`config.mk`:
```
export PLATFORM = sky130hd
export DESIGN_NAME = rooted_tree_prufer_encoder_flat
export DESIGN_NICKNAME = d
export VERILOG_FILES = /design/src/rtl/rtpe_pkg.sv /design/src/rtl/rtpe_if.sv /design/src/rtl/rtpe_ram.sv /design/src/rtl/rtpe_deg_alu.sv /design/src/rtl/rooted_tree_prufer_encoder.sv /design/src/flat_wrapper.sv
export SDC_FILE = /design/constraint.sdc
export NUM_CORES = 2
export LEC_CHECK = 0
export BUFFER_PORTS_ARGS = -buffer_cell sky130_fd_sc_hd__buf_2
export CORE_MARGIN = 2
export CORE_UTILIZATION = 60
export CTS_CLUSTER_SIZE = 20
export DETAILED_ROUTE_END_ITERATION = 8
export PLACE_DENSITY_LB_ADDON = 0.3
export SYNTH_ARGS = -nofsm -noshare
export SYNTH_HDL_FRONTEND = slang
export SYNTH_SLANG_ARGS = --single-unit
```
`constraint.sdc`:
```
create_clock -name clk -period 7.61 [get_ports clk]
set_input_delay 0.761 -clock clk [delete_from_list [all_inputs] [get_ports clk]]
set_output_delay 0.761 -clock clk [all_outputs]
set_load 0.02 [all_outputs]
```
`src/rtl/rtpe_pkg.sv`:
```
package rtpe_pkg;

    localparam int MAX_VERTICES_DEF = 64;
    localparam int VW = 6;

    typedef enum logic [3:0] {
        S_IDLE,
        S_RMW_A_RD,
        S_RMW_A_WR,
        S_RMW_B_RD,
        S_RMW_B_WR,
        S_LEAF,
        S_EDGE,
        S_EMIT,
        S_FSCAN,
        S_FREAD,
        S_FEMIT
    } state_t;

    typedef enum logic {
        DEG_INC,
        DEG_DEC
    } deg_op_t;

    typedef struct packed {
        deg_op_t        op;
        logic [VW-1:0]  cur;
    } deg_req_t;

endpackage

```
`src/rtl/rtpe_if.sv`:
```
interface rtpe_in_if;
    logic                        valid;
    logic                        ready;
    logic [rtpe_pkg::VW-1:0]     vertex_a;
    logic [rtpe_pkg::VW-1:0]     vertex_b;
    logic                        last_edge;

    modport source (output valid, output vertex_a, output vertex_b, output last_edge,
                    input ready);
    modport sink (input valid, input vertex_a, input vertex_b, input last_edge,
                  output ready);
endinterface

interface rtpe_out_if;
    logic                        valid;
    logic                        ready;
    logic [rtpe_pkg::VW-1:0]     code_value;
    logic                        last_code;

    modport source (output valid, output code_value, output last_code, input ready);
    modport sink (input valid, input code_value, input last_code, output ready);
endinterface

```
`src/rtl/rtpe_ram.sv`:
```
module rtpe_ram #(
    parameter int WIDTH = 12,
    parameter int DEPTH = 64
) (
    input  logic                     clk,
    input  logic                     we,
    input  logic [$clog2(DEPTH)-1:0] waddr,
    input  logic [WIDTH-1:0]         wdata,
    input  logic                     re,
    input  logic [$clog2(DEPTH)-1:0] raddr,
    output logic [WIDTH-1:0]         rdata
);

    logic [WIDTH-1:0] mem [DEPTH];

    always_ff @(posedge clk)
    begin
        if (we)
        begin
            mem[waddr] <= wdata;
        end
        if (re)
        begin
            rdata <= mem[raddr];
        end
    end

endmodule

```
`src/rtl/rtpe_deg_alu.sv`:
```
module rtpe_deg_alu (
    input  rtpe_pkg::deg_req_t          req,
    output logic [rtpe_pkg::VW-1:0]     result
);

    localparam logic [rtpe_pkg::VW-1:0] DEG_MAX = '1;

    // saturating count, floor at zero
    always_comb
    begin
        unique case (req.op)
            rtpe_pkg::DEG_INC:
            begin
                result = (req.cur == DEG_MAX) ? req.cur : req.cur + 1'b1;
            end
            rtpe_pkg::DEG_DEC:
            begin
                result = (req.cur == '0) ? req.cur : req.cur - 1'b1;
            end
            default:
            begin
                result = req.cur;
            end
        endcase
    end

endmodule

```
`src/rtl/rooted_tree_prufer_encoder.sv`:
```
// Load: a transaction whose edge is dropped is taken in S_IDLE alone; a stored edge then runs
// an increment (read-modify-write) of both endpoint degrees. Encode, per emitted entry: leaf scan
// over the degree RAM for vertices 1 to min(MAX_VERTICES,64)-1, edge scan over the edge RAM, an emit
// step, then a decrement of both endpoint degrees. Final entry: live-flag scan, edge read, emit.
// Input is held off during encoding; the output register frees the sink side.
// Reset (rst_n low, asynchronous) empties the tree: no edges, all degrees zero.
module rooted_tree_prufer_encoder #(
    parameter int MAX_VERTICES = rtpe_pkg::MAX_VERTICES_DEF
) (
    input  logic         clk,
    input  logic         rst_n,
    rtpe_in_if.sink      edges,
    rtpe_out_if.source   codes
);

    localparam int VW    = rtpe_pkg::VW;
    localparam int NV    = (MAX_VERTICES < 64) ? MAX_VERTICES : 64;
    localparam int SLOTS = ((MAX_VERTICES - 1) < 63) ? (MAX_VERTICES - 1) : 63;
    localparam int AW    = $clog2(NV);
    localparam int EW    = $clog2(SLOTS);
    localparam int LW    = $clog2(SLOTS + 1);

    rtpe_pkg::state_t state_reg, state_next;

    logic [LW-1:0]    loaded_reg, loaded_next;
    logic [LW-1:0]    round_reg, round_next;
    logic [LW-1:0]    e_reg, e_next;
    logic [LW-1:0]    pe_reg, pe_next;
    logic [LW-1:0]    f_reg, f_next;
    logic [VW-1:0]    v_reg, v_next;
    logic [VW-1:0]    pv_reg, pv_next;
    logic             pend_reg, pend_next;
    logic             dec_mode_reg, dec_mode_next;
    logic [SLOTS-1:0] alive_reg, alive_next;
    logic [NV-1:0]    deg_valid_reg, deg_valid_next;
    logic [AW-1:0]    deg_rd_addr_reg, deg_rd_addr_next;
    logic             out_valid_reg, out_valid_next;

    logic [VW-1:0]    a_reg, a_next;
    logic [VW-1:0]    b_reg, b_next;
    logic             last_reg, last_next;
    logic [VW-1:0]    leaf_reg, leaf_next;
    logic [VW-1:0]    other_reg, other_next;
    logic [VW-1:0]    fin_reg, fin_next;
    logic [VW-1:0]    code_reg, code_next;
    logic             last_code_reg, last_code_next;

    logic                 edge_we, edge_re;
    logic [EW-1:0]        edge_waddr, edge_raddr;
    logic [2*VW-1:0]      edge_wdata, edge_rdata;
    logic                 deg_we, deg_re;
    logic [AW-1:0]        deg_waddr, deg_raddr;
    logic [VW-1:0]        deg_wdata, deg_rdata;

    rtpe_pkg::deg_req_t   alu_req;
    logic [VW-1:0]        alu_result;

    logic [VW-1:0]    deg_eff;
    logic [VW-1:0]    ea, eb;
    logic             accept, store_ok, out_free;
    logic             leaf_hit, leaf_end, edge_hit, edge_end, f_done, f_alive;

    rtpe_ram #(
        .WIDTH (2 * VW),
        .DEPTH (SLOTS)
    ) u_edge_ram (
        .clk   (clk),
        .we    (edge_we),
        .waddr (edge_waddr),
        .wdata (edge_wdata),
        .re    (edge_re),
        .raddr (edge_raddr),
        .rdata (edge_rdata)
    );

    rtpe_ram #(
        .WIDTH (VW),
        .DEPTH (NV)
    ) u_deg_ram (
        .clk   (clk),
        .we    (deg_we),
        .waddr (deg_waddr),
        .wdata (deg_wdata),
        .re    (deg_re),
        .raddr (deg_raddr),
        .rdata (deg_rdata)
    );

    rtpe_deg_alu u_deg_alu (
        .req    (alu_req),
        .result (alu_result)
    );

    assign ea       = edge_rdata[VW-1:0];
    assign eb       = edge_rdata[2*VW-1:VW];
    assign deg_eff  = deg_valid_reg[deg_rd_addr_reg] ? deg_rdata : '0;
    assign alu_req  = '{op: dec_mode_reg ? rtpe_pkg::DEG_DEC : rtpe_pkg::DEG_INC,
                        cur: deg_eff};

    assign accept   = (state_reg == rtpe_pkg::S_IDLE) && edges.valid;
    assign store_ok = (loaded_reg < LW'(SLOTS)) && (32'(edges.vertex_a) < MAX_VERTICES)
                      && (32'(edges.vertex_b) < MAX_VERTICES);
    assign out_free = !out_valid_reg || codes.ready;

    assign leaf_hit = pend_reg && (deg_eff == VW'(1));
    assign leaf_end = pend_reg && !leaf_hit && (pv_reg == VW'(NV - 1));
    assign edge_hit = pend_reg && alive_reg[pe_reg[EW-1:0]]
                      && ((ea == leaf_reg) || (eb == leaf_reg));
    assign edge_end = pend_reg && !edge_hit && ((pe_reg + LW'(1)) == loaded_reg);
    assign f_done   = !(f_reg < loaded_reg);
    assign f_alive  = alive_reg[f_reg[EW-1:0]];

    assign edges.ready      = (state_reg == rtpe_pkg::S_IDLE);
    assign codes.valid      = out_valid_reg;
    assign codes.code_value = code_reg;
    assign codes.last_code  = last_code_reg;

    always_comb
    begin
        state_next = state_reg;
        unique case (state_reg)
            rtpe_pkg::S_IDLE:
            begin
                if (accept)
                begin
                    if (store_ok)
                    begin
                        state_next = rtpe_pkg::S_RMW_A_RD;
                    end
                    else if (edges.last_edge)
                    begin
                        state_next = (loaded_reg > LW'(1)) ? rtpe_pkg::S_LEAF
                                                           : rtpe_pkg::S_FSCAN;
                    end
                end
            end
            rtpe_pkg::S_RMW_A_RD: state_next = rtpe_pkg::S_RMW_A_WR;
            rtpe_pkg::S_RMW_A_WR: state_next = rtpe_pkg::S_RMW_B_RD;
            rtpe_pkg::S_RMW_B_RD: state_next = rtpe_pkg::S_RMW_B_WR;
            rtpe_pkg::S_RMW_B_WR:
            begin
                if (dec_mode_reg)
                begin
                    state_next = ((round_reg + LW'(1)) < loaded_reg) ? rtpe_pkg::S_LEAF
                                                                      : rtpe_pkg::S_FSCAN;
                end
                else if (last_reg)
                begin
                    state_next = (loaded_reg > LW'(1)) ? rtpe_pkg::S_LEAF
                                                       : rtpe_pkg::S_FSCAN;
                end
                else
                begin
                    state_next = rtpe_pkg::S_IDLE;
                end
            end
            rtpe_pkg::S_LEAF:
            begin
                if (leaf_hit)
                begin
                    state_next = rtpe_pkg::S_EDGE;
                end
                else if (leaf_end)
                begin
                    state_next = rtpe_pkg::S_FSCAN;
                end
            end
            rtpe_pkg::S_EDGE:
            begin
                if (edge_hit)
                begin
                    state_next = rtpe_pkg::S_EMIT;
                end
                else if (edge_end)
                begin
                    state_next = rtpe_pkg::S_FSCAN;
                end
            end
            rtpe_pkg::S_EMIT:
            begin
                if (out_free)
                begin
                    state_next = rtpe_pkg::S_RMW_A_RD;
                end
            end
            rtpe_pkg::S_FSCAN:
            begin
                if (f_done)
                begin
                    state_next = rtpe_pkg::S_FEMIT;
                end
                else if (f_alive)
                begin
                    state_next = rtpe_pkg::S_FREAD;
                end
            end
            rtpe_pkg::S_FREAD: state_next = rtpe_pkg::S_FEMIT;
            rtpe_pkg::S_FEMIT:
            begin
                if (out_free)
                begin
                    state_next = rtpe_pkg::S_IDLE;
                end
            end
            default: state_next = rtpe_pkg::S_IDLE;
        endcase
    end

    always_comb
    begin
        loaded_next      = loaded_reg;
        round_next       = round_reg;
        e_next           = e_reg;
        pe_next          = pe_reg;
        f_next           = f_reg;
        v_next           = v_reg;
        pv_next          = pv_reg;
        pend_next        = pend_reg;
        dec_mode_next    = dec_mode_reg;
        alive_next       = alive_reg;
        deg_valid_next   = deg_valid_reg;
        deg_rd_addr_next = deg_rd_addr_reg;
        out_valid_next   = out_valid_reg && !codes.ready;
        a_next           = a_reg;
        b_next           = b_reg;
        last_next        = last_reg;
        leaf_next        = leaf_reg;
        other_next       = other_reg;
        fin_next         = fin_reg;
        code_next        = code_reg;
        last_code_next   = last_code_reg;

        edge_we    = 1'b0;
        edge_waddr = loaded_reg[EW-1:0];
        edge_wdata = {edges.vertex_b, edges.vertex_a};
        edge_re    = 1'b0;
        edge_raddr = e_reg[EW-1:0];
        deg_we     = 1'b0;
        deg_waddr  = a_reg[AW-1:0];
        deg_wdata  = alu_result;
        deg_re     = 1'b0;
        deg_raddr  = a_reg[AW-1:0];

        unique case (state_reg)
            rtpe_pkg::S_IDLE:
            begin
                if (accept)
                begin
                    a_next        = edges.vertex_a;
                    b_next        = edges.vertex_b;
                    last_next     = edges.last_edge;
                    round_next    = LW'(1);
                    dec_mode_next = 1'b0;
                    if (store_ok)
                    begin
                        edge_we                        = 1'b1;
                        alive_next[loaded_reg[EW-1:0]] = 1'b1;
                        loaded_next                    = loaded_reg + LW'(1);
                    end
                end
            end
            rtpe_pkg::S_RMW_A_RD:
            begin
                deg_re = 1'b1;
            end
            rtpe_pkg::S_RMW_A_WR:
            begin
                deg_we                    = 1'b1;
                deg_valid_next[a_reg[AW-1:0]] = 1'b1;
            end
            rtpe_pkg::S_RMW_B_RD:
            begin
                deg_re    = 1'b1;
                deg_raddr = b_reg[AW-1:0];
            end
            rtpe_pkg::S_RMW_B_WR:
            begin
                deg_we                        = 1'b1;
                deg_waddr                     = b_reg[AW-1:0];
                deg_valid_next[b_reg[AW-1:0]] = 1'b1;
                if (dec_mode_reg)
                begin
                    round_next = round_reg + LW'(1);
                end
            end
            rtpe_pkg::S_LEAF:
            begin
                if (leaf_hit)
                begin
                    leaf_next = pv_reg;
                end
                else if (!leaf_end)
                begin
                    deg_re    = 1'b1;
                    deg_raddr = v_reg[AW-1:0];
                    pv_next   = v_reg;
                    v_next    = v_reg + VW'(1);
                    pend_next = 1'b1;
                end
            end
            rtpe_pkg::S_EDGE:
            begin
                if (edge_hit)
                begin
                    a_next                    = ea;
                    b_next                    = eb;
                    other_next                = (ea == leaf_reg) ? eb : ea;
                    alive_next[pe_reg[EW-1:0]] = 1'b0;
                end
                else if (edge_end)
                begin
                    // leaf count with no live edge: drop it
                    deg_valid_next[leaf_reg[AW-1:0]] = 1'b0;
                end
                else
                begin
                    edge_re   = 1'b1;
                    pe_next   = e_reg;
                    e_next    = e_reg + LW'(1);
                    pend_next = 1'b1;
                end
            end
            rtpe_pkg::S_EMIT:
            begin
                if (out_free)
                begin
                    out_valid_next = 1'b1;
                    code_next      = other_reg;
                    last_code_next = 1'b0;
                    dec_mode_next  = 1'b1;
                end
            end
            rtpe_pkg::S_FSCAN:
            begin
                if (f_done)
                begin
                    fin_next = '0;
                end
                else if (f_alive)
                begin
                    edge_re    = 1'b1;
                    edge_raddr = f_reg[EW-1:0];
                end
                else
                begin
                    f_next = f_reg + LW'(1);
                end
            end
            rtpe_pkg::S_FREAD:
            begin
                fin_next = (ea == '0) ? '0 : eb;
            end
            rtpe_pkg::S_FEMIT:
            begin
                if (out_free)
                begin
                    out_valid_next = 1'b1;
                    code_next      = fin_reg;
                    last_code_next = 1'b1;
                    loaded_next    = '0;
                    alive_next     = '0;
                    deg_valid_next = '0;
                    dec_mode_next  = 1'b0;
                end
            end
            default:
            begin
            end
        endcase

        if (deg_re)
        begin
            deg_rd_addr_next = deg_raddr;
        end

        if ((state_next == rtpe_pkg::S_LEAF) && (state_reg != rtpe_pkg::S_LEAF))
        begin
            v_next    = VW'(1);
            pend_next = 1'b0;
        end
        if ((state_next == rtpe_pkg::S_EDGE) && (state_reg != rtpe_pkg::S_EDGE))
        begin
            e_next    = '0;
            pend_next = 1'b0;
        end
        if ((state_next == rtpe_pkg::S_FSCAN) && (state_reg != rtpe_pkg::S_FSCAN))
        begin
            f_next = '0;
        end
    end

    always_ff @(posedge clk or negedge rst_n)
    begin
        if (!rst_n)
        begin
            state_reg       <= rtpe_pkg::S_IDLE;
            loaded_reg      <= '0;
            round_reg       <= '0;
            e_reg           <= '0;
            pe_reg          <= '0;
            f_reg           <= '0;
            v_reg           <= '0;
            pv_reg          <= '0;
            pend_reg        <= 1'b0;
            dec_mode_reg    <= 1'b0;
            alive_reg       <= '0;
            deg_valid_reg   <= '0;
            deg_rd_addr_reg <= '0;
            out_valid_reg   <= 1'b0;
        end
        else
        begin
            state_reg       <= state_next;
            loaded_reg      <= loaded_next;
            round_reg       <= round_next;
            e_reg           <= e_next;
            pe_reg          <= pe_next;
            f_reg           <= f_next;
            v_reg           <= v_next;
            pv_reg          <= pv_next;
            pend_reg        <= pend_next;
            dec_mode_reg    <= dec_mode_next;
            alive_reg       <= alive_next;
            deg_valid_reg   <= deg_valid_next;
            deg_rd_addr_reg <= deg_rd_addr_next;
            out_valid_reg   <= out_valid_next;
        end
    end

    always_ff @(posedge clk)
    begin
        a_reg         <= a_next;
        b_reg         <= b_next;
        last_reg      <= last_next;
        leaf_reg      <= leaf_next;
        other_reg     <= other_next;
        fin_reg       <= fin_next;
        code_reg      <= code_next;
        last_code_reg <= last_code_next;
    end

endmodule

```
`src/flat_wrapper.sv`:
```
// flat-port wrapper written by rule: the top's interface ports become plain ports
module rooted_tree_prufer_encoder_flat 
#(
    parameter int MAX_VERTICES = rtpe_pkg::MAX_VERTICES_DEF
)
  (clk, rst_n, edges_valid, edges_vertex_a, edges_vertex_b, edges_last_edge, edges_ready, codes_valid, codes_code_value, codes_last_code, codes_ready);
  rtpe_in_if edges_i ();
  rtpe_out_if codes_i ();
  input  logic clk;
  input  logic rst_n;
  input wire logic [$bits(edges_i.valid)-1:0] edges_valid;
  input wire logic [$bits(edges_i.vertex_a)-1:0] edges_vertex_a;
  input wire logic [$bits(edges_i.vertex_b)-1:0] edges_vertex_b;
  input wire logic [$bits(edges_i.last_edge)-1:0] edges_last_edge;
  output wire logic [$bits(edges_i.ready)-1:0] edges_ready;
  output wire logic [$bits(codes_i.valid)-1:0] codes_valid;
  output wire logic [$bits(codes_i.code_value)-1:0] codes_code_value;
  output wire logic [$bits(codes_i.last_code)-1:0] codes_last_code;
  input wire logic [$bits(codes_i.ready)-1:0] codes_ready;
  assign edges_i.valid = edges_valid;
  assign edges_i.vertex_a = edges_vertex_a;
  assign edges_i.vertex_b = edges_vertex_b;
  assign edges_i.last_edge = edges_last_edge;
  assign edges_ready = edges_i.ready;
  assign codes_valid = codes_i.valid;
  assign codes_code_value = codes_i.code_value;
  assign codes_last_code = codes_i.last_code;
  assign codes_i.ready = codes_ready;
  rooted_tree_prufer_encoder #(.MAX_VERTICES(MAX_VERTICES)) u_core (.clk(clk), .rst_n(rst_n), .edges(edges_i), .codes(codes_i));
endmodule
```
==> impl_metrics.ini <==
[clock_network]
cts-buffers-inserted = 138
htree_levels = 4
hold_buffers = 0
number_of_resized_instances_in_the_post_cts_repair_step = 0
worst_setup_hold_path_clk_slew_ns = 0.06
cts.sink_count = 1378
clock_insertion_delay_worst_skew_ns = 0.76
clock_tree_from_tritoncts = yes
clk_root_buffer_cell = sky130_fd_sc_hd__clkbuf_16
cts.repair_timing.setup_buffer_count = 0
clock_path_buffers = 3

[floorplan]
die_height_um = 314
die-width_um = 314
floorplan.initialDensity_pct = 60.7
top_level_ports = 26
coreArea_sq_mm = 0.0952
dieArea_sq_mm = 0.0988
standard_cell_rows = 113

[timing]
final.hold.worst_slack_ns = 0.109
worst_case_headroom_to_the_max_slew_limit_pct = 0.268
fin_worst_skew_ns = 0.0332
worstMarginPinSlew_ns = 1.48
rsz0062_at_grt = false
finalSetupViolCount = 0
fin_tns_setup_ns = 0
timing_max_transition_violations_final = 0
finalWorstPathRequiredPeriod_ns = 6.87
highest_attainable_clock_frequency_ghz = 0.146
final.setup.worst_slack_ns = 0.743
layout_worst_path_cycle_share_pct = 90.2
final_hold_violation_count = 0

[drt]
drt.antenna.violating_nets = 0
route.detailed.wl_per_inst_um = 28.6
detail_route.vias_per_cell = 6.76
firstDrtPassIters = 8
drt-initial-drc-count = 5476
detailroute.via_count = 36600
drcViolationCount = 0
drt_total_wl_um = 155000

[global_routing]
antenna_violations_before_repair = 2
top_usage_layer = met2
first_global_vias = 35200
globalRouteMet1Util_pct = 40.8
grt_use_met2_pct = 50.7
grtUsageTotal_pct = 31.4
grt_start_max_net_pins = 109
grt_pass1_wl_um = 228000
global_route.usage.met3_pct = 6.11
globalRouteOverflowTotal = 0

[critical_path]
rrSetupSlack_ns = 0.74
timing.critical_path.to = u_core.u_edge_ram.rdata[3]
reg2reg_from = u_core.f_reg[1]
worstReg2RegEnd = u_core.u_edge_ram.rdata[3]
worst_setup_path_startpoint = u_core.f_reg[1]
worst-r2r-cell-count = 13
worst_setup_path_start_kind = flip-flop
critical_path_peak_fanout = 98
worstPathRequired_ns = 8.12
timing.setup.critical_path_class = reg2reg
crit_path_end_kind = flip-flop
cp_data_arrival_time_ns = 7.38

[cells_and_area]
nFillCells = 6352
design_area_sq_mm = 0.0638
syn2layout_area_growth_pct = 10.4
final_core_util_pct = 67.1
finalNetCount = 4085
finish.cell_count_without_fillers = 5420
proportion_of_layout_cells_with_a_drive_suffix_above_1_pct = 11.3
largest_register_ffs = 756
multiInputGateArea_sq_mm = 0.0163
layout.area.seq_sq_mm = 0.0405

[run_status]
status = complete, but fails checks
failed_checks = max-capacitance violations

[pwr]
netSwitchingFraction_pct = 36.0
post-layout-total-power_mw = 25.0
combinationalPowerShare_pct = 33.2
static_leakage_power_nw = 22.3
ir_drop_mv = 0.348
power.density_cell_area_mw_per_mm2 = 392
cellInternalPower_mw = 16.0
clockPowerShare_pct = 26.7
power.switching_mw = 9.01
seq_power_share_pct = 40.1

[placed_design]
dp_hpwl_um = 95200
placement.io_buffers = 25
pre_cts_ws_ns = 1.06
global_placer_s_final_weighted_congestion = 0.975
placed_area_sq_mm = 0.0594
post-place-cells = 5171

[yosys]
synthesis.nets = 4061
seq_area_frac_synth_pct = 70.0
yosys_most_used_dff = sky130_fd_sc_hd__edfxtp_1
synth_cells = 4022
synth_seq_cells = 1378
synthesized_area_per_cell_sq_um = 14.4
yosys.cell_types.count = 84
async_reset_ff_share_pct = 13.2
synth_edf_count = 1196
synth-warning-count = 0
synthesis.area_sq_mm = 0.0578

[run]
timing.max_cap.violations = 1

[min_path]
hold_removal_path_class = in2async
[critical path, stage by stage, from the launching register on]
cell                       delay [ns]
sky130_fd_sc_hd__dfrtp_1         1.08
sky130_fd_sc_hd__ha_1            0.40
sky130_fd_sc_hd__a21o_1          0.15
sky130_fd_sc_hd__a21o_1          0.16
sky130_fd_sc_hd__a21o_1          0.16
sky130_fd_sc_hd__a21o_1          0.23
sky130_fd_sc_hd__a211oi_4        0.78
sky130_fd_sc_hd__mux2i_4         0.86
sky130_fd_sc_hd__buf_12          0.56
sky130_fd_sc_hd__mux2i_1         0.28
sky130_fd_sc_hd__o22ai_1         0.11
sky130_fd_sc_hd__nor4_1          1.06
sky130_fd_sc_hd__o211ai_1        0.26
sky130_fd_sc_hd__a221o_1         0.32
[per-layer routing]
metal  routed length [um]  vias up
met5                    0        -
met4                 9100        0
met3                15700      481
met2                74700     2385
met1                55300    18100
li1                     -    15600
[logic make-up (layout without fill, tap and decap cells)]
group | Yosys count | after routing | share of synthesized area, %
AO/OA/AOI/OAI | 991 | 991 | 11.0
XOR/XNOR | 47 | 47 | 0.712
adder cells (fa/ha/maj) | 22 | 22 | 0.476
buffers and inverters | 264 | 396 | 2.06
flip-flops | 1378 | 1378 | 70.0
multiplexers | 389 | 389 | 8.50
other | 0 | 1 | 0
AND/OR/NAND/NOR | 931 | 931 | 7.22
[power by group through the flow]
stage | logic (mW) | registers, mW | clock network, mW
final | 8.32 | 10.0 | 6.68
after floorplan | 5.50 | 9.95 | 0
after global placement | 7.99 | 10.1 | 0
after global routing | 8.77 | 10.1 | 7.02
after detailed placement | 8.14 | 10.2 | 0
after CTS | 8.20 | 10.0 | 6.71
[layout by cell type, fill, tap and decap left out, drive strengths merged, types with 10 or more instances in the layout]
cell type | synthesis | routed
nand2b | 18 | 18
a22o | 65 | 65
mux2 | 20 | 20
or4 | 13 | 13
nand3b | 11 | 11
buf | 110 | 123
dfrtp | 182 | 182
and3 | 12 | 12
mux4 | 79 | 79
o221ai | 14 | 14
o22a | 73 | 73
clkbuf | 130 | 181
nor3 | 29 | 29
a211oi | 10 | 10
xor2 | 12 | 12
ha | 22 | 22
edfxtp | 1196 | 1196
nor2b | 22 | 22
and2 | 18 | 18
a21oi | 406 | 406
a22oi | 83 | 83
bufinv | 0 | 10
nand3 | 42 | 42
o22ai | 115 | 115
a31oi | 17 | 17
o211ai | 22 | 22
nand4 | 18 | 18
clkinv | 7 | 56
a21o | 12 | 12
a221o | 13 | 13
xnor2 | 35 | 35
mux2i | 290 | 290
nor3b | 11 | 11
nor4 | 33 | 33
nand2 | 457 | 457
inv | 17 | 24
or3 | 16 | 16
nor2 | 216 | 216
o21ai | 111 | 111
[cells in the mapped netlist, types with 65 or more instances]
master                        n  share of area [%]
sky130_fd_sc_hd__mux2i_1    290                5.0
sky130_fd_sc_hd__o22a_1      73                1.1
sky130_fd_sc_hd__edfxtp_1  1196                 62
sky130_fd_sc_hd__nor2_1     216                1.4
sky130_fd_sc_hd__clkbuf_1   130               0.84
sky130_fd_sc_hd__mux4_2      79                3.1
sky130_fd_sc_hd__a21oi_1    405                3.5
sky130_fd_sc_hd__dfrtp_1    182                7.9
sky130_fd_sc_hd__a22oi_1     82                1.1
sky130_fd_sc_hd__a22o_1      65               0.99
sky130_fd_sc_hd__nand2_1    455                3.0
sky130_fd_sc_hd__o22ai_1    115                1.2
sky130_fd_sc_hd__buf_2       80               0.69
sky130_fd_sc_hd__o21ai_0    110               0.95
[layout make-up]
cell class                      instances  area share, %
Antenna cell                            1        0.00392
Clock buffer                          180           5.81
Clock inverter                         68           1.11
Inverter                               24          0.141
Multi-Input combinational cell       2380           25.5
Sequential cell                      1378           63.4
Tap cell                             1265           2.48
Timing Repair Buffer                  124           1.49
[worst min-delay path by stage]
stage / cells after the start / end
2_1_floorplan: 0 / u_core.leaf_reg[2]
3_3_place_gp: 0 / u_core.leaf_reg[3]
3_5_place_dp: 0 / u_core.leaf_reg[5]
4_1_cts: 1 / u_core.v_reg[4]
5_1_grt: 1 / u_core.e_reg[0]
6_report: 1 / u_core.round_reg[2]
(Power assumes the default switching activity.)
